<file path="src/rtl/core/assert_macros.svh">
// ----------------------------------------------------------------------------
// assert_macros.svh
// Concurrent assertion shorthands shared by the alignment RTL.
// ----------------------------------------------------------------------------
`ifndef ASSERT_MACROS_SVH
`define ASSERT_MACROS_SVH

// same-cycle implication
`define ASSERT_IMPLIES(label, clk_s, rst_s, ante, cons, msg) \
  label: assert property (@(posedge clk_s) disable iff (rst_s) (ante) |-> (cons)) \
    else $error(msg);

// next-cycle implication
`define ASSERT_NEXT(label, clk_s, rst_s, ante, cons, msg) \
  label: assert property (@(posedge clk_s) disable iff (rst_s) (ante) |=> (cons)) \
    else $error(msg);

`endif

</file>
<file path="src/rtl/core/lalw_pkg.sv">
// ----------------------------------------------------------------------------
// lalw_pkg
// Types, widths and codes of the local alignment wavefront.
// ----------------------------------------------------------------------------
package lalw_pkg;

  localparam int QUERY_LEN  = 32;
  localparam int MAX_DB_LEN = 65536;

  localparam int SYM_W     = 8;
  localparam int POS_W     = 5;
  localparam int ROW_W     = 16;
  localparam int DIRS_W    = 64;
  localparam int IDX_W     = 21;
  localparam int CFG_W     = 8;
  localparam int CFG_IDX_W = 2;
  localparam int DIR_W     = 2;
  localparam int SCORE_W   = 15;
  localparam int SUM_W     = SCORE_W + 2;
  localparam int SEEN_W    = $clog2(MAX_DB_LEN + 1);
  localparam int CID_W     = $clog2(QUERY_LEN);

  localparam int OBUF_DEPTH = 2;
  localparam int OBUF_PTR_W = $clog2(OBUF_DEPTH);
  localparam int OBUF_CNT_W = $clog2(OBUF_DEPTH + 1);

  localparam logic [SCORE_W-1:0] SCORE_MAX = '1;

  localparam logic [DIR_W-1:0] DIR_CENTER = 2'd0;
  localparam logic [DIR_W-1:0] DIR_NORTH  = 2'd1;
  localparam logic [DIR_W-1:0] DIR_NW     = 2'd2;
  localparam logic [DIR_W-1:0] DIR_WEST   = 2'd3;

  localparam logic OP_LOAD   = 1'b0;
  localparam logic OP_STREAM = 1'b1;

  localparam logic [CFG_IDX_W-1:0] REG_MATCH     = 2'd0;
  localparam logic [CFG_IDX_W-1:0] REG_MISMATCH  = 2'd1;
  localparam logic [CFG_IDX_W-1:0] REG_GAP_NORTH = 2'd2;
  localparam logic [CFG_IDX_W-1:0] REG_GAP_WEST  = 2'd3;

  localparam logic signed [CFG_W-1:0] MATCH_RST     = 8'sd2;
  localparam logic signed [CFG_W-1:0] MISMATCH_RST  = -8'sd1;
  localparam logic signed [CFG_W-1:0] GAP_NORTH_RST = -8'sd1;
  localparam logic signed [CFG_W-1:0] GAP_WEST_RST  = -8'sd1;

  typedef struct packed {
    logic             opcode;
    logic [SYM_W-1:0] symbol;
    logic [POS_W-1:0] query_position;
    logic             last_symbol;
  } in_item_t;

  typedef struct packed {
    logic              row_valid;
    logic [ROW_W-1:0]  row_number;
    logic [DIRS_W-1:0] direction_row;
    logic              is_final;
    logic [IDX_W-1:0]  best_index;
  } out_item_t;

  typedef struct packed {
    logic signed [CFG_W-1:0] match;
    logic signed [CFG_W-1:0] mismatch;
    logic signed [CFG_W-1:0] gap_north;
    logic signed [CFG_W-1:0] gap_west;
  } score_cfg_t;

  typedef struct packed {
    logic             load;
    logic             shift;
    logic             compute;
    logic             clear;
    logic             scan;
    logic [SYM_W-1:0] symbol;
    logic [POS_W-1:0] pos;
    logic [IDX_W-1:0] diag_base;
  } cell_ctrl_t;

  function automatic logic signed [SUM_W-1:0] sext_cfg(input logic signed [CFG_W-1:0] v);
    return {{(SUM_W - CFG_W){v[CFG_W-1]}}, v};
  endfunction

endpackage

</file>
<file path="src/rtl/core/lalw_out_buf.sv">
// ----------------------------------------------------------------------------
// lalw_out_buf
// Two-entry result queue between the cell row and the output channel.
// ----------------------------------------------------------------------------
`include "assert_macros.svh"

module lalw_out_buf (
  input  logic                 clk,
  input  logic                 rst,
  input  logic                 push,
  input  lalw_pkg::out_item_t  push_item,
  output logic                 has_space,
  output logic                 out_valid,
  input  logic                 out_ready,
  output lalw_pkg::out_item_t  out_data
);

  lalw_pkg::out_item_t                entry [lalw_pkg::OBUF_DEPTH];
  logic [lalw_pkg::OBUF_PTR_W-1:0]    wr_ptr;
  logic [lalw_pkg::OBUF_PTR_W-1:0]    rd_ptr;
  logic [lalw_pkg::OBUF_CNT_W-1:0]    count;
  logic                               pop;

  assign pop       = out_valid && out_ready;
  assign out_valid = count != '0;
  assign has_space = count != lalw_pkg::OBUF_CNT_W'(lalw_pkg::OBUF_DEPTH);
  assign out_data  = entry[rd_ptr];

  always_ff @(posedge clk) begin
    if (push) begin
      entry[wr_ptr] <= push_item;
    end
  end

  always_ff @(posedge clk) begin
    if (rst) begin
      wr_ptr <= '0;
      rd_ptr <= '0;
      count  <= '0;
    end else begin
      if (push) begin
        wr_ptr <= wr_ptr + lalw_pkg::OBUF_PTR_W'(1);
      end
      if (pop) begin
        rd_ptr <= rd_ptr + lalw_pkg::OBUF_PTR_W'(1);
      end
      unique case ({push, pop})
        2'b10:   count <= count + lalw_pkg::OBUF_CNT_W'(1);
        2'b01:   count <= count - lalw_pkg::OBUF_CNT_W'(1);
        default: count <= count;
      endcase
    end
  end

  `ASSERT_IMPLIES(a_no_overflow, clk, rst, push, has_space, "result queue overflow")

endmodule

</file>
<file path="config.mk">
export PLATFORM = sky130hd
export DESIGN_NAME = lalw_out_buf
export DESIGN_NICKNAME = d
export VERILOG_FILES = /design/src/rtl/core/lalw_pkg.sv /design/src/rtl/core/lalw_out_buf.sv
export VERILOG_INCLUDE_DIRS = /design/src /design/src/rtl/core
export SDC_FILE = /design/constraint.sdc
export NUM_CORES = 1
export LEC_CHECK = 0
export BUFFER_PORTS_ARGS = -buffer_cell sky130_fd_sc_hd__buf_2
export CAP_MARGIN = 20
export CORE_UTILIZATION = 50
export CTS_BUF_LIST = sky130_fd_sc_hd__clkbuf_4 sky130_fd_sc_hd__clkbuf_8
export CTS_CLUSTER_DIAMETER = 100
export DETAILED_ROUTE_END_ITERATION = 6
export PLACE_DENSITY = 0.77
export SLEW_MARGIN = 20
export SYNTH_ARGS = -nofsm -noshare
export SYNTH_HDL_FRONTEND = slang
export SYNTH_SLANG_ARGS = --single-unit
</file>
<file path="constraint.sdc">
create_clock -name clk -period 13.6 [get_ports clk]
set_clock_uncertainty 0.15 [all_clocks]
set_input_delay 2.04 -clock clk [delete_from_list [all_inputs] [get_ports clk]]
set_output_delay 2.04 -clock clk [all_outputs]
set_load 0.02 [all_outputs]
</file>
# --- After elaboration in Yosys (flattened, before gate mapping) ---
# Memory sizes are Yosys's and may differ from the RTL's. A register that Yosys moved wholly into a read port is not among the register bits.
# Cells that the tools add are included.
# W data, S select, Z words.
op_classes:
  n_addsub: 4
  multipliers: 0
  div: 0
  n_lt_le_gt_ge: 0
  n_eq_ne: 3
  shifts: 0
  mux: 5
  bitwise_logic: 0
  reduce_logical: 3
ops:
  columns: ["cell", "n"]
  rows:
  - ["$mux W1", 4]
  - ["$pmux W2 S2", 1]
  - ["$reduce_bool A2 Y1", 2]
  - ["$add A1 B1 Y1 const B", 2]
  - ["$add A2 B1 Y2 const B", 1]
  - ["$eq A2 B1 Y1 const B", 1]
  - ["$eq A2 B2 Y1 const B", 1]
  - ["$ne A2 B2 Y1 const B", 1]
  - ["$sub A2 B1 Y2 const B", 1]
  - ["$logic_and A1 B1 Y1", 1]
word_totals:
  ff_bits: 4
  latchBits: 0
  ram_bits: 206
  romBits: 0
  in_bits: 107
  output_inout_bits: 105
  wordCells: 19
  mem_count: 1
mem_list:
  columns: ["memory", "words", "word_bits", "rd", "rd_ports_with_merged_regs", "write_ports", "line_no", "text"]
  rows:
  - ["entry", 2, 103, 1, 1, 1, "lalw_out_buf.sv:18", "lalw_pkg::out_item_t entry [lalw_pkg::OBUF_DEPTH];"]

# --- Depth between registers and ports, before layout ---
logic_depth:
  ltp_word: 4
  depth_mapped: 5
  mapped_depth_nobuf: 5

# --- Worst setup path before layout ---
# No wires, ideal clock.
synth_timing:
  kind: "input -> register"
  start: "in push"
  end: "mem entry[0][0] (netlist bit) (enable)"
  setup_ns: 0.569
  arrival_time_ns: 6.414
  t_required_ns: 12.881
  path_slack_ns: 6.468
  path_stages: 2
  path_buffers: 0
  path_cell_list: "inv_1 -> nor2_1"
synth_via:
  elab_chain_cells: 2
synth_lines:
  columns: ["item", "line_no", "text"]
  rows:
  - ["start, declared", "lalw_out_buf.sv:10", "input logic push,"]
  - ["$mux W1", "lalw_out_buf.sv:30", "if (push) begin"]
  - ["$mux W1 (not written as such)", "lalw_out_buf.sv:31", "entry[wr_ptr] <= push_item;"]
  - ["end, declared", "lalw_out_buf.sv:18", null]
# Every way passes these cells.

==> flow_summary.yaml <==
critical_path:
  r2r-start: "wr_ptr"
  end_kind: "output pin"
  critPathRequiredTime_ns: 11.41
  arrival_ns: 2.62
  path_class: "reg -> out"
  cp-start-kind: "flop"
  cp_max_fo: 58
yosys:
  syn_area_per_cell_um2: 22.3
  yosys.area.top_type: "edfxtp_1"
  netlist_area_um2: 7630
  synthTopCellsByArea: "edfxtp_1 81%, mux2_1 15%, dfxtp_1 1.3%, buf_4 0.69%, xnor2_1 0.34%"
  ys_seq_area_frac: 0.824
  synth_top_cell_area_share: 0.810
  post_synth_num_cell_types: 17
  synth-seq-cells: 211
  syn_inst: 343
  synth.net_count: 451
  yosysWarnings: 0
power_and_ir_drop:
  p_int_w: 0.00122
  seqPwrFrac: 0.474
  p_clk_frac: 0.321
  p_comb_frac: 0.204
  p_total_w: 0.00169
  peakVddDrop_mv: 0.124
  swShare: 0.280
  p_switching_w: 0.000472
  p_per_area_nw_per_um2: 176
  leakagePower_nw: 3.65
clocking:
  cts_resized: 0
  cts_tree: "done"
  cts_buffers: 34
  clockRootBuffer: "clkbuf_8"
  holdBufCountCts: 0
  clockBufferDepth: 3
  h-tree-depth: 2
  clk_latency_ns: 0.49
  cts_num_sinks: 211
  postCtsSetupBuffers: 0
  cts.reportedPaths.clkPinSlew_ns: 0.06
global_route:
  grt_overflow: 0
  antenna_found_initial: 1
  grt_pass1_vias: 4422
  track_usage: 0.179
  grt_max_degree: 59
  grt_pass1_wl_mm: 21.4
job:
  cap_violations: 0
placement:
  place.gp.congestion: 0.733
  dpl_worst_slack_ns: 9.23
  numPortBuffers: 211
  hpwl_mm: 8.83
  placed_cells: 731
floorplanning:
  die_area_um2: 15800
  pin_count: 212
  core_area_um2: 14700
  die_x_um: 126
  fp-row-count: 44
  initial_core_util: 0.519
  die_h_um: 126
timing:
  rsz0062_at_grt: "no"
  setup_viol: 0
  period_needed_ns: 4.81
  post-route-period-util: 0.354
  drv_slew: 0
  max_slew.worst_pin.slew_ns: 0.815
  fin_setup_tns_ns: 0
  hold_viol: 0
  finalWorstSetupSlack_ns: 8.79
  slew-limit-headroom: 0.457
  timing.fmax_ghz: 0.208
cells_and_area:
  post_layout_nonfiller_instances: 791
  syn_to_final_growth_pct: 25.5
  final_nets: 691
  drive_gt1_frac: 0.452
routing:
  first_pass_iters: 6
  avgRoutedWirePerCell_um: 17.5
  postRouteAntennaNets: 0
  vias_per_cell: 5.06
  drtIter0Drc: 267
  vias: 4001
  wirelength_mm: 13.8
  drc: 24
worst_hold_path:
  worstHoldPathType: "reg -> reg"
  hold_start: "rd_ptr"
status:
  violations: "design-rule violations"
  status: "complete, but fails checks"
sequential cells by signal, indices dropped and copies added (netlist names), named ones only:
signal,cells
rd_ptr,1
count,2
entry,206
wr_ptr,1
synthesized netlist by cell type:
cell and count:
edfxtp_1 206, mux2_1 103, buf_4 7, dfxtp_1 5, nor2_1 5, buf_2 4, xnor2_1 3, a21oi_1 1
and2_1 1, ha_1 1, inv_1 1, nand2b_1 1, o21a_2 1, o21ai_0 1, or2_1 1, or3_1 1
xor2_1 1
worst paths after layout:
check                 endpoint  slack [ns]  cells past startpoint
setup / recovery  out_data[89]        8.79                      3
hold / removal          rd_ptr        0.38                      2
hold reg to reg         rd_ptr        0.38                      2
setup reg to reg   entry[1][2]       11.22                      2
power by group through the flow:
stage,clock (W),sequential [W],combinational (W)
after global routing,0.000586,0.000807,0.000369
after global placement,0,0.000812,0.000344
after floorplan,0,0.000789,0.000261
after CTS,0.000558,0.000802,0.000350
final,0.000542,0.000800,0.000345
after detailed placement,0,0.000815,0.000348
routing by layer:
layer  global-route usage  up-vias  routed length, um
li1                     -     1839                  -
met4               0.0768        0                281
met5                    0        -                  0
met3               0.0710       25               1400
met1                0.194     1966               5220
met2                0.311      171               6950
area by class of cell:
cell class | count | area [um2]
fill | 1033 | 5120
tap | 184 | 230
clock inverter | 7 | 55.1
timing repair buffer | 215 | 1090
multi-input combinational | 120 | 1280
antenna | 1 | 2.50
clock buffer | 52 | 634
inverter | 1 | 3.75
sequential | 211 | 6290
cell families (layout without fill, tap and decap cells):
kind of cell / count (synthesis) / in the layout / synth area share
adder cells (fa/ha/maj): 1 / 1 / 0.00164
AO/OA/AOI/OAI: 3 / 3 / 0.00246
multiplexers: 103 / 103 / 0.152
flip-flops: 211 / 211 / 0.824
other: 0 / 1 / 0
XOR/XNOR: 4 / 4 / 0.00459
AND/OR/NAND/NOR: 9 / 9 / 0.00574
buffers and inverters: 12 / 275 / 0.0100
placed cells by master, fill, tap and decap left out, types with 2 or more instances in the layout:
| master | Yosys | routed |
|---|---|---|
| clkinv_2 | 0 | 2 |
| dfxtp_1 | 5 | 4 |
| nor2_1 | 5 | 4 |
| clkbuf_8 | 0 | 39 |
| buf_2 | 4 | 211 |
| mux2_1 | 103 | 103 |
| clkinv_1 | 0 | 4 |
| xnor2_1 | 3 | 3 |
| clkbuf_4 | 0 | 13 |
| buf_4 | 7 | 4 |
| edfxtp_1 | 206 | 206 |
worst max-delay path, cell delays in order (launching register included):
cell and delay, ns:
dfxtp_4 0.86, buf_4 0.65, mux2_1 0.41, buf_2 0.17
through the flow:
step	util	instance area [um2]	hold WS (ns)
after floorplan	-	7630	0.324
after global placement	0.605	8890	0.344
after detailed placement	0.605	8890	0.367
after CTS	0.652	9580	0.382
after global routing	0.652	9580	0.436
final	0.652	9580	0.382
(Power assumes the default switching activity.)
