## config.mk

```make
export PLATFORM = sky130hd
export DESIGN_NAME = lalw_cell
export DESIGN_NICKNAME = d
export VERILOG_FILES = /design/src/rtl/core/assert_macros.svh /design/src/rtl/core/lalw_pkg.sv /design/src/rtl/core/lalw_cell.sv
export SDC_FILE = /design/constraint.sdc
export NUM_CORES = 1
export LEC_CHECK = 0
export BUFFER_PORTS_ARGS = -buffer_cell sky130_fd_sc_hd__buf_2
export CORE_ASPECT_RATIO = 1.4
export CORE_MARGIN = 1
export CORE_UTILIZATION = 40
export CTS_CLUSTER_SIZE = 8
export DETAILED_ROUTE_END_ITERATION = 6
export HOLD_SLACK_MARGIN = 0.03
export MAX_ROUTING_LAYER = met4
export PLACE_DENSITY = 0.68
export SETUP_SLACK_MARGIN = 0.05
export SYNTH_ARGS = -nofsm -noshare
export SYNTH_HDL_FRONTEND = slang
export SYNTH_SLANG_ARGS = --single-unit
```

## constraint.sdc

```tcl
create_clock -name clk -period 21.5 [get_ports clk]
set_input_delay 2.15 -clock clk [delete_from_list [all_inputs] [get_ports clk]]
set_output_delay 2.15 -clock clk [all_outputs]
set_load 0.02 [all_outputs]
```

## src/rtl/core/assert_macros.svh

```systemverilog
// ----------------------------------------------------------------------------
// assert_macros.svh
// Concurrent assertion shorthands shared by the alignment RTL.
// ----------------------------------------------------------------------------
`ifndef ASSERT_MACROS_SVH
`define ASSERT_MACROS_SVH

// same-cycle implication
`define ASSERT_IMPLIES(label, clk_s, rst_s, ante, cons, msg) \
  label: assert property (@(posedge clk_s) disable iff (rst_s) (ante) |-> (cons)) \
    else $error(msg);

// next-cycle implication
`define ASSERT_NEXT(label, clk_s, rst_s, ante, cons, msg) \
  label: assert property (@(posedge clk_s) disable iff (rst_s) (ante) |=> (cons)) \
    else $error(msg);

`endif

```

## src/rtl/core/lalw_pkg.sv

```systemverilog
// ----------------------------------------------------------------------------
// lalw_pkg
// Types, widths and codes of the local alignment wavefront.
// ----------------------------------------------------------------------------
package lalw_pkg;

  localparam int QUERY_LEN  = 32;
  localparam int MAX_DB_LEN = 65536;

  localparam int SYM_W     = 8;
  localparam int POS_W     = 5;
  localparam int ROW_W     = 16;
  localparam int DIRS_W    = 64;
  localparam int IDX_W     = 21;
  localparam int CFG_W     = 8;
  localparam int CFG_IDX_W = 2;
  localparam int DIR_W     = 2;
  localparam int SCORE_W   = 15;
  localparam int SUM_W     = SCORE_W + 2;
  localparam int SEEN_W    = $clog2(MAX_DB_LEN + 1);
  localparam int CID_W     = $clog2(QUERY_LEN);

  localparam int OBUF_DEPTH = 2;
  localparam int OBUF_PTR_W = $clog2(OBUF_DEPTH);
  localparam int OBUF_CNT_W = $clog2(OBUF_DEPTH + 1);

  localparam logic [SCORE_W-1:0] SCORE_MAX = '1;

  localparam logic [DIR_W-1:0] DIR_CENTER = 2'd0;
  localparam logic [DIR_W-1:0] DIR_NORTH  = 2'd1;
  localparam logic [DIR_W-1:0] DIR_NW     = 2'd2;
  localparam logic [DIR_W-1:0] DIR_WEST   = 2'd3;

  localparam logic OP_LOAD   = 1'b0;
  localparam logic OP_STREAM = 1'b1;

  localparam logic [CFG_IDX_W-1:0] REG_MATCH     = 2'd0;
  localparam logic [CFG_IDX_W-1:0] REG_MISMATCH  = 2'd1;
  localparam logic [CFG_IDX_W-1:0] REG_GAP_NORTH = 2'd2;
  localparam logic [CFG_IDX_W-1:0] REG_GAP_WEST  = 2'd3;

  localparam logic signed [CFG_W-1:0] MATCH_RST     = 8'sd2;
  localparam logic signed [CFG_W-1:0] MISMATCH_RST  = -8'sd1;
  localparam logic signed [CFG_W-1:0] GAP_NORTH_RST = -8'sd1;
  localparam logic signed [CFG_W-1:0] GAP_WEST_RST  = -8'sd1;

  typedef struct packed {
    logic             opcode;
    logic [SYM_W-1:0] symbol;
    logic [POS_W-1:0] query_position;
    logic             last_symbol;
  } in_item_t;

  typedef struct packed {
    logic              row_valid;
    logic [ROW_W-1:0]  row_number;
    logic [DIRS_W-1:0] direction_row;
    logic              is_final;
    logic [IDX_W-1:0]  best_index;
  } out_item_t;

  typedef struct packed {
    logic signed [CFG_W-1:0] match;
    logic signed [CFG_W-1:0] mismatch;
    logic signed [CFG_W-1:0] gap_north;
    logic signed [CFG_W-1:0] gap_west;
  } score_cfg_t;

  typedef struct packed {
    logic             load;
    logic             shift;
    logic             compute;
    logic             clear;
    logic             scan;
    logic [SYM_W-1:0] symbol;
    logic [POS_W-1:0] pos;
    logic [IDX_W-1:0] diag_base;
  } cell_ctrl_t;

  function automatic logic signed [SUM_W-1:0] sext_cfg(input logic signed [CFG_W-1:0] v);
    return {{(SUM_W - CFG_W){v[CFG_W-1]}}, v};
  endfunction

endpackage

```

## src/rtl/core/lalw_cell.sv

```systemverilog
// ----------------------------------------------------------------------------
// lalw_cell
// One wavefront cell: query char, window symbol, two diagonal scores and
// the running best with its index. Talks to its upper neighbor only.
// ----------------------------------------------------------------------------
module lalw_cell (
  input  logic                          clk,
  input  logic                          rst,
  input  logic [lalw_pkg::CID_W-1:0]    cell_id,
  input  lalw_pkg::cell_ctrl_t          ctrl,
  input  lalw_pkg::score_cfg_t          scores,
  input  logic [lalw_pkg::SYM_W-1:0]    win_in,
  input  logic [lalw_pkg::SCORE_W-1:0]  prev_in,
  input  logic [lalw_pkg::SCORE_W-1:0]  prev2_in,
  input  logic [lalw_pkg::SCORE_W-1:0]  best_in,
  input  logic [lalw_pkg::IDX_W-1:0]    best_idx_in,
  output logic [lalw_pkg::SYM_W-1:0]    win,
  output logic [lalw_pkg::SCORE_W-1:0]  prev,
  output logic [lalw_pkg::SCORE_W-1:0]  prev2,
  output logic [lalw_pkg::SCORE_W-1:0]  best,
  output logic [lalw_pkg::IDX_W-1:0]    best_idx,
  output logic [lalw_pkg::DIR_W-1:0]    dir
);

  logic [lalw_pkg::SYM_W-1:0]         qsym;
  logic [lalw_pkg::CID_W-1:0]         slot;
  logic [lalw_pkg::IDX_W-1:0]         offset;
  logic signed [lalw_pkg::SUM_W-1:0]  sub;
  logic signed [lalw_pkg::SUM_W-1:0]  north;
  logic signed [lalw_pkg::SUM_W-1:0]  nw;
  logic signed [lalw_pkg::SUM_W-1:0]  west;
  logic signed [lalw_pkg::SUM_W-1:0]  top;
  logic [lalw_pkg::SCORE_W-1:0]       score_new;

  // cell i pairs query[QUERY_LEN-1-i] with window[i]
  assign slot   = lalw_pkg::CID_W'(lalw_pkg::QUERY_LEN - 1) - cell_id;
  assign offset = lalw_pkg::IDX_W'(cell_id) * lalw_pkg::IDX_W'(lalw_pkg::QUERY_LEN)
                + lalw_pkg::IDX_W'(slot);

  always_comb begin
    sub   = (qsym == win_in) ? lalw_pkg::sext_cfg(scores.match)
                             : lalw_pkg::sext_cfg(scores.mismatch);
    north = $signed({2'b00, prev}) + lalw_pkg::sext_cfg(scores.gap_north);
    nw    = $signed({2'b00, prev2_in}) + sub;
    west  = $signed({2'b00, prev_in}) + lalw_pkg::sext_cfg(scores.gap_west);
    top   = north;
    dir   = lalw_pkg::DIR_NORTH;
    if (top < nw) begin
      top = nw;
      dir = lalw_pkg::DIR_NW;
    end
    if (top < west) begin
      top = west;
      dir = lalw_pkg::DIR_WEST;
    end
    if (top[lalw_pkg::SUM_W-1] || top == '0) begin
      top = '0;
      dir = lalw_pkg::DIR_CENTER;
    end
    if (top > $signed({2'b00, lalw_pkg::SCORE_MAX})) begin
      score_new = lalw_pkg::SCORE_MAX;
    end else begin
      score_new = top[lalw_pkg::SCORE_W-1:0];
    end
  end

  always_ff @(posedge clk) begin
    if (ctrl.load && ctrl.pos == lalw_pkg::POS_W'(slot)) begin
      qsym <= ctrl.symbol;
    end
  end

  always_ff @(posedge clk) begin
    if (rst) begin
      win      <= '0;
      prev     <= '0;
      prev2    <= '0;
      best     <= '0;
      best_idx <= '0;
    end else begin
      if (ctrl.clear) begin
        win   <= '0;
        prev  <= '0;
        prev2 <= '0;
      end else begin
        if (ctrl.shift) begin
          win <= win_in;
        end
        if (ctrl.compute) begin
          prev  <= score_new;
          prev2 <= prev;
        end
      end
      // bests drain toward cell 0 during the search, zeros follow behind
      if (ctrl.scan) begin
        best     <= best_in;
        best_idx <= best_idx_in;
      end else if (ctrl.compute && score_new > best) begin
        best     <= score_new;
        best_idx <= ctrl.diag_base + offset;
      end
    end
  end

endmodule

```

# Word level (Yosys, flattened, before mapping)

Cells that the tools add are included.
Widths: inputs -> output; s select.

Flip-flop bits (word level): 82
Latch bits: 0
Memory bits (writable): 0
Bits in read-only memories: 0
Memories kept: 0

Add/subtract/negate cells: 6
Multiply operators: 0
Div/mod/pow operators: 0
Magnitude comparators: 4
Equal/unequal tests: 2
Shift-type cells: 0
Multiplexer cells: 12
Bitwise operators: 0
Reductions and logical operators: 6

Operators by type and width:

| cell                 | count |
|---|---|
| $mux 17              | 4 |
| $mux 15              | 3 |
| $mux 21              | 2 |
| $add 16x8->17        | 2 |
| $lt 17x17->1         | 2 |
| $add 21x11->21       | 1 |
| $add 16x17->17       | 1 |
| $gt 17x16->1 const B | 1 |
| $logic_not 17->1     | 1 |
| $gt 15x15->1         | 1 |
| $add 10x5->11        | 1 |
| $eq 8x8->1           | 1 |
| $mux 2               | 3 |
| $eq 5x5->1           | 1 |
| $sub 5x5->5 const A  | 1 |
| $logic_and 1x1->1    | 2 |
| $reduce_bool 2->1    | 1 |
| $reduce_or 2->1      | 1 |
| $logic_or 1x1->1     | 1 |

# Logic depth before layout (Yosys ltp)

Word-level depth: 16
Mapped depth: 53

# Least setup slack after synthesis

OpenSTA, ideal clock, no wires.

Path type: in2reg
From: input port win_in[4] (netlist name)
To: register best_idx[14] (netlist name)
Setup time: 0.083 ns
Data arrival time: 11.310 ns
Required time: 21.417 ns
Slack: 10.107 ns
Stages: 50
Path buffers: 3
Path through: xor2_1 -> nor4_1 -> nand2_1 -> mux2_2 -> ha_1 -> inv_1 -> fa_1 -> nor2b_1 -> o31a_1 -> a41o_1 -> o211ai_1 -> nand3b_1 -> a31oi_1 -> xnor2_1 -> inv_1 -> ha_1 -> a31oi_1 -> nand2_1 -> [14 not listed] -> or2_1 -> buf_4 -> mux2i_1 -> a311o_1 -> inv_1 -> ha_1 -> nor2b_1 -> o21a_1 -> o21a_1 -> o21a_1 -> o21a_1 -> o21ai_0 -> a21oi_1 -> o31ai_1 -> a21oi_1 -> clkbuf_1 -> or4b_2 -> o221ai_1

Word-level cells in the longest chain between the ends: 15

RTL lines:

| element                         | RTL line         | text |
|---|---|---|
| start, declared                 | lalw_cell.sv:12  | `input logic [lalw_pkg::SYM_W-1:0] win_in,` |
| $eq 8x8->1 (*)                  | lalw_cell.sv:41  | `sub = (qsym == win_in) ? lalw_pkg::sext_cfg(scores.match)` |
| $mux 17 (*)                     | lalw_cell.sv:41  |  |
| $add 16x17->17 (*)              | lalw_cell.sv:44  | `nw = $signed({2'b00, prev2_in}) + sub;` |
| $lt 17x17->1                    | lalw_cell.sv:48  | `if (top < nw) begin` |
| $mux 17 (*)                     | lalw_cell.sv:48  |  |
| $lt 17x17->1                    | lalw_cell.sv:52  | `if (top < west) begin` |
| $mux 17 (*)                     | lalw_cell.sv:52  |  |
| $logic_not 17->1                | lalw_cell.sv:56  | `if (top[lalw_pkg::SUM_W-1] \|\| top == '0) begin` |
| $logic_or 1x1->1                | lalw_cell.sv:56  |  |
| $mux 17 (*)                     | lalw_cell.sv:56  |  |
| $gt 17x16->1                    | lalw_cell.sv:60  | `if (top > $signed({2'b00, lalw_pkg::SCORE_MAX})) begin` |
| $mux 15 (*)                     | lalw_cell.sv:60  |  |
| named net score_new (one bit)   | lalw_cell.sv:33  | `logic [lalw_pkg::SCORE_W-1:0] score_new;` |
| $gt 15x15->1 (*)                | lalw_cell.sv:98  | `end else if (ctrl.compute && score_new > best) begin` |
| $logic_and 1x1->1 (*)           | lalw_cell.sv:98  |  |
| $reduce_bool 2->1 (no line) (*) | n/a              |  |
| end signal, assigned            | lalw_cell.sv:97  | `best_idx <= best_idx_in;` |
| end signal, assigned            | lalw_cell.sv:100 | `best_idx <= ctrl.diag_base + offset;` |
| end, declared                   | lalw_cell.sv:21  | `output logic [lalw_pkg::IDX_W-1:0] best_idx,` |

Mark *: on every way through the listed nets, which the timed path passes. The rest lies on a longest branch.
A chain may end at the register's enable or synchronous reset.

# Worst setup path in the final report

From: input port win_in[4] (netlist name)
To: register best_idx[19] (netlist name)

The elaborated chain is that of the path after synthesis.

==> metrics.md <==
| Metric | Value |
|---|---|
| NumNets Final | ~1500 |
| Register area share after synthesis | 21.52% |
| Startpoint types | primary input |
| Synth top area cells | dfxtp_1 19%, ha_1 16%, a21oi_1 5.9% |
| R2r endpoint | best_idx[19] |
| Worst r2r src | qsym[4] |
| CP Capture Type | register |
| Final worst setup slack | 7530 ps |
| Post-Syn Area | ~0.0080 mm^2 |
| Final Wtd Congestion | just under 1 |
| Gr ovfl total | 0 |
| Endpoints failing setup | 0 |
| DR vias/cell | about 5.5 |
| Placement Cell Area | 0.009321 mm^2 |
| Pwr Density | approximately 120 mW/mm^2 |
| Antenna fix cells | 0 |
| Max stage delay on crit path | between 900 and 1000 ps |
| Hold WC Path Type | reg2reg |
| Routed length per instance | around 17 um |
| Clock latency on the worst-skew pair | ~330 ps |
| Final Instance Area | around 0.0096 mm^2 |
| Total wire length | 24580 um |
| Post-synth cell types | 70 |
| Area leader, netlist | dfxtp_1 |
| Slew Limit Headroom | about 15% |
| Io pins | 228 |
| First-pass GRT wire length | between 30000 and 40000 um |
| H-tree depth | 3 |
| Flop2flop setup slack | 9070 ps |
| Post-synth EDFFs | 8 |
| Net count after synthesis | ~1200 |
| Sink Count | 82 |
| Synthesized instance count | roughly 1000 |
| WP data arrival | ~14000 ps |
| Post-cts resize count | 0 |
| Crit. Startpoint | win_in[4] |
| Routed via count | about 8000 |
| Fmax | just over 0.07 GHz |
| Core ar. | ~0.019 mm^2 |
| Reg2Reg Depth | between 40 and 50 |
| Rows | 60 |
| Share of post-route cells with drive strength above 1 | a little under a quarter |
| Final Hold Vio Count | 0 |
| PortBufs | 227 |
| Max Buffers Root-to-Sink | 2 |
| Share of the synthesized area in the top cell type | between 10% and 20% |
| Post-route minimum period | around 14000 ps |
| Post-CTS setup buffer count | 0 |
| Final Slew Violations | 0 |
| RSZ-0062 raised after global routing | no |
| TritonCTS clock tree | built |
| Worst Max-Slew Pin Slew | 1267 ps |
| End of the critical path | best_idx[19] |
| HPWL Detailed | roughly 20000 um |
| Initial core utilization | about two fifths |
| Dpl ws | ~7400 ps |
| Clk slew on worst S/H paths | roughly 70 ps |
| Area growth from synthesis to layout | 20.05% |
| Fin cells | ~1400 |
| Req. time, crit path | approximately 22000 ps |
| Cells on Worst Hold Path | 2 |
| Die W | 121.5 um |
| Placed Instances | around 1400 |
| Die area | ~0.021 mm^2 |
| DR iter-0 viols | around 400 |
| Ys async rst share | 0% |
| Root Buffer | clkbuf_16 |
| Initial antenna violation count | 0 |
| IR drop worst, VDD | around 72 uV |
| 1st-pass router iterations | 4 |
| Max-cap viol count | 0 |
| Ys flop type | dfxtp_1 |
| Largest net degree at the start of global routing | 62 |
| Leak | approximately 0.0048 uW |
| Vias in the first global route | ~8000 |
| # DRC | 0 |
| CTS Hold Bufs | 0 |
| Synthesized area per cell | 8.112 um^2 |
| Post-layout util | between 40% and 50% |
| Total CTS buffers | 9 |
| YS warnings | 0 |
| Layout Skew | approximately 7.7 ps |
| Die Height | 169.3 um |
| Crit Path Max Fanout | between 40 and 50 |
| Outcome | completed |
| Final Cycle Share | 64.98% |
| All-layer global routing usage | 24.48% |
| Antenna viol nets, final | 0 |
| Setup TNS | 0 ps |
| #FFs+latches synth | between 80 and 90 |
| WS Path Type | in2reg |
| Crit path max-delay cell type | nor2_1 |
## cell usage after synthesis (7+ instances only)
cell      number
mux2i_1       46
and2_1         7
nor2_1        72
a21oi_1       94
inv_1         90
o22ai_1       17
a31oi_1       10
nand2_1       55
ha_1         104
mux2_2        17
o21ai_0       37
o21bai_1      15
and3_1        11
clkbuf_1      27
a21o_1        20
nand3_1       20
xor2_1        33
o211ai_1       7
xnor2_1       40
dfxtp_1       74
nor2b_1        9
nor4_1         7
nand2b_1       9
edfxtp_1       8
a211o_1        9
o31ai_1       13
nand4_1       10
o21a_1        12
nor3_1        19
## layer usage
metal | up-vias | global-route usage [%] | routed length (um)
met5 | - | - | 0
met4 | 0 | 10.20 | 901
met3 | 55 | 3.125 | 1118
met2 | 224 | 44.64 | 12790
met1 | 3711 | 26.23 | 9768
li1 | 4000 | - | -
## power by group
| part | total [uW] | internal [uW] | switching (uW) |
|---|---|---|---|
| Sequential | 209 | 184 | 25.2 |
| Clock | 146 | 80.0 | 66.4 |
| Combinational | 778 | 296 | 482 |
| Total | 1130 | 560 | 573 |
## state kept, by name, summed over array words and instances, names as in the netlist
| name | flops |
|---|---|
| prev | 15 |
| best | 15 |
| prev2 | 15 |
| best_idx | 21 |
| win | 8 |
| qsym | 8 |
## cell usage in the layout (no fill, tap or decap), drive strengths merged, types with 5 or more instances in the layout
cell    count
or2         5
inv        96
clkbuf      9
nand2b      9
xor2       33
ha        104
a211o       9
o21ai      40
a311o       5
a31oi      11
a21o       20
nor2       72
o22ai      17
and2        7
o31ai      13
o211ai      7
o21a       12
nor3       19
dfxtp      74
o21bai     15
nand3      20
a221oi      7
nor2b       9
nor4        7
nand2      55
o311ai      9
mux2       18
nand4      10
a21oi      95
and3       11
edfxtp      8
buf       231
xnor2      40
mux2i      46
## kinds of logic after synthesis
group | Yosys count | share of synthesized area [%]
xor+xnor | 73 | 7.993
fa+ha+maj | 108 | 17.27
buf+inv | 129 | 6.335
compound gates | 284 | 23.35
mux | 64 | 8.337
flops | 82 | 21.52
simple gates | 246 | 15.19
## worst min path at each step
| stage | startpoint | end | slack (ps) |
|---|---|---|---|
| final | win[5] | win[5] | 490 |
| after global routing | win[2] | win[2] | 530 |
| after CTS | prev2[1] | prev2[1] | 500 |
| after detailed placement | prev2[1] | prev2[1] | 480 |
| after global placement | prev2[7] | prev2[7] | 470 |
| after floorplan | prev[13] | prev[13] | 570 |
## worst max-delay path, delay by kind of cell
kind / cells / cell delay (ps)
mux: 4 / 1550
xor+xnor: 2 / 340
buf+inv: 5 / 740
compound gates: 21 / 3670
fa+ha+maj: 5 / 1390
simple gates: 12 / 4320
## cell type report
cell class	instances	area, um^2
fillers	1986	9766
multi-input cells	775	5782
flip-flops and latches	82	1722
repair buffers	231	1166
inverters	91	341.6
well taps	248	310.3
clock buffers	9	225.2
clock inverters	7	56.30
## through the flow
step,total power [uW],hold WS (ps)
global route,1226,526.9
finish,1133,493.1
CTS,1133,498.7
global placement,977.1,469.7
floorplan,766.7,567.0
detailed placement,979.8,478.3
Power figures use the tool's default switching activity.
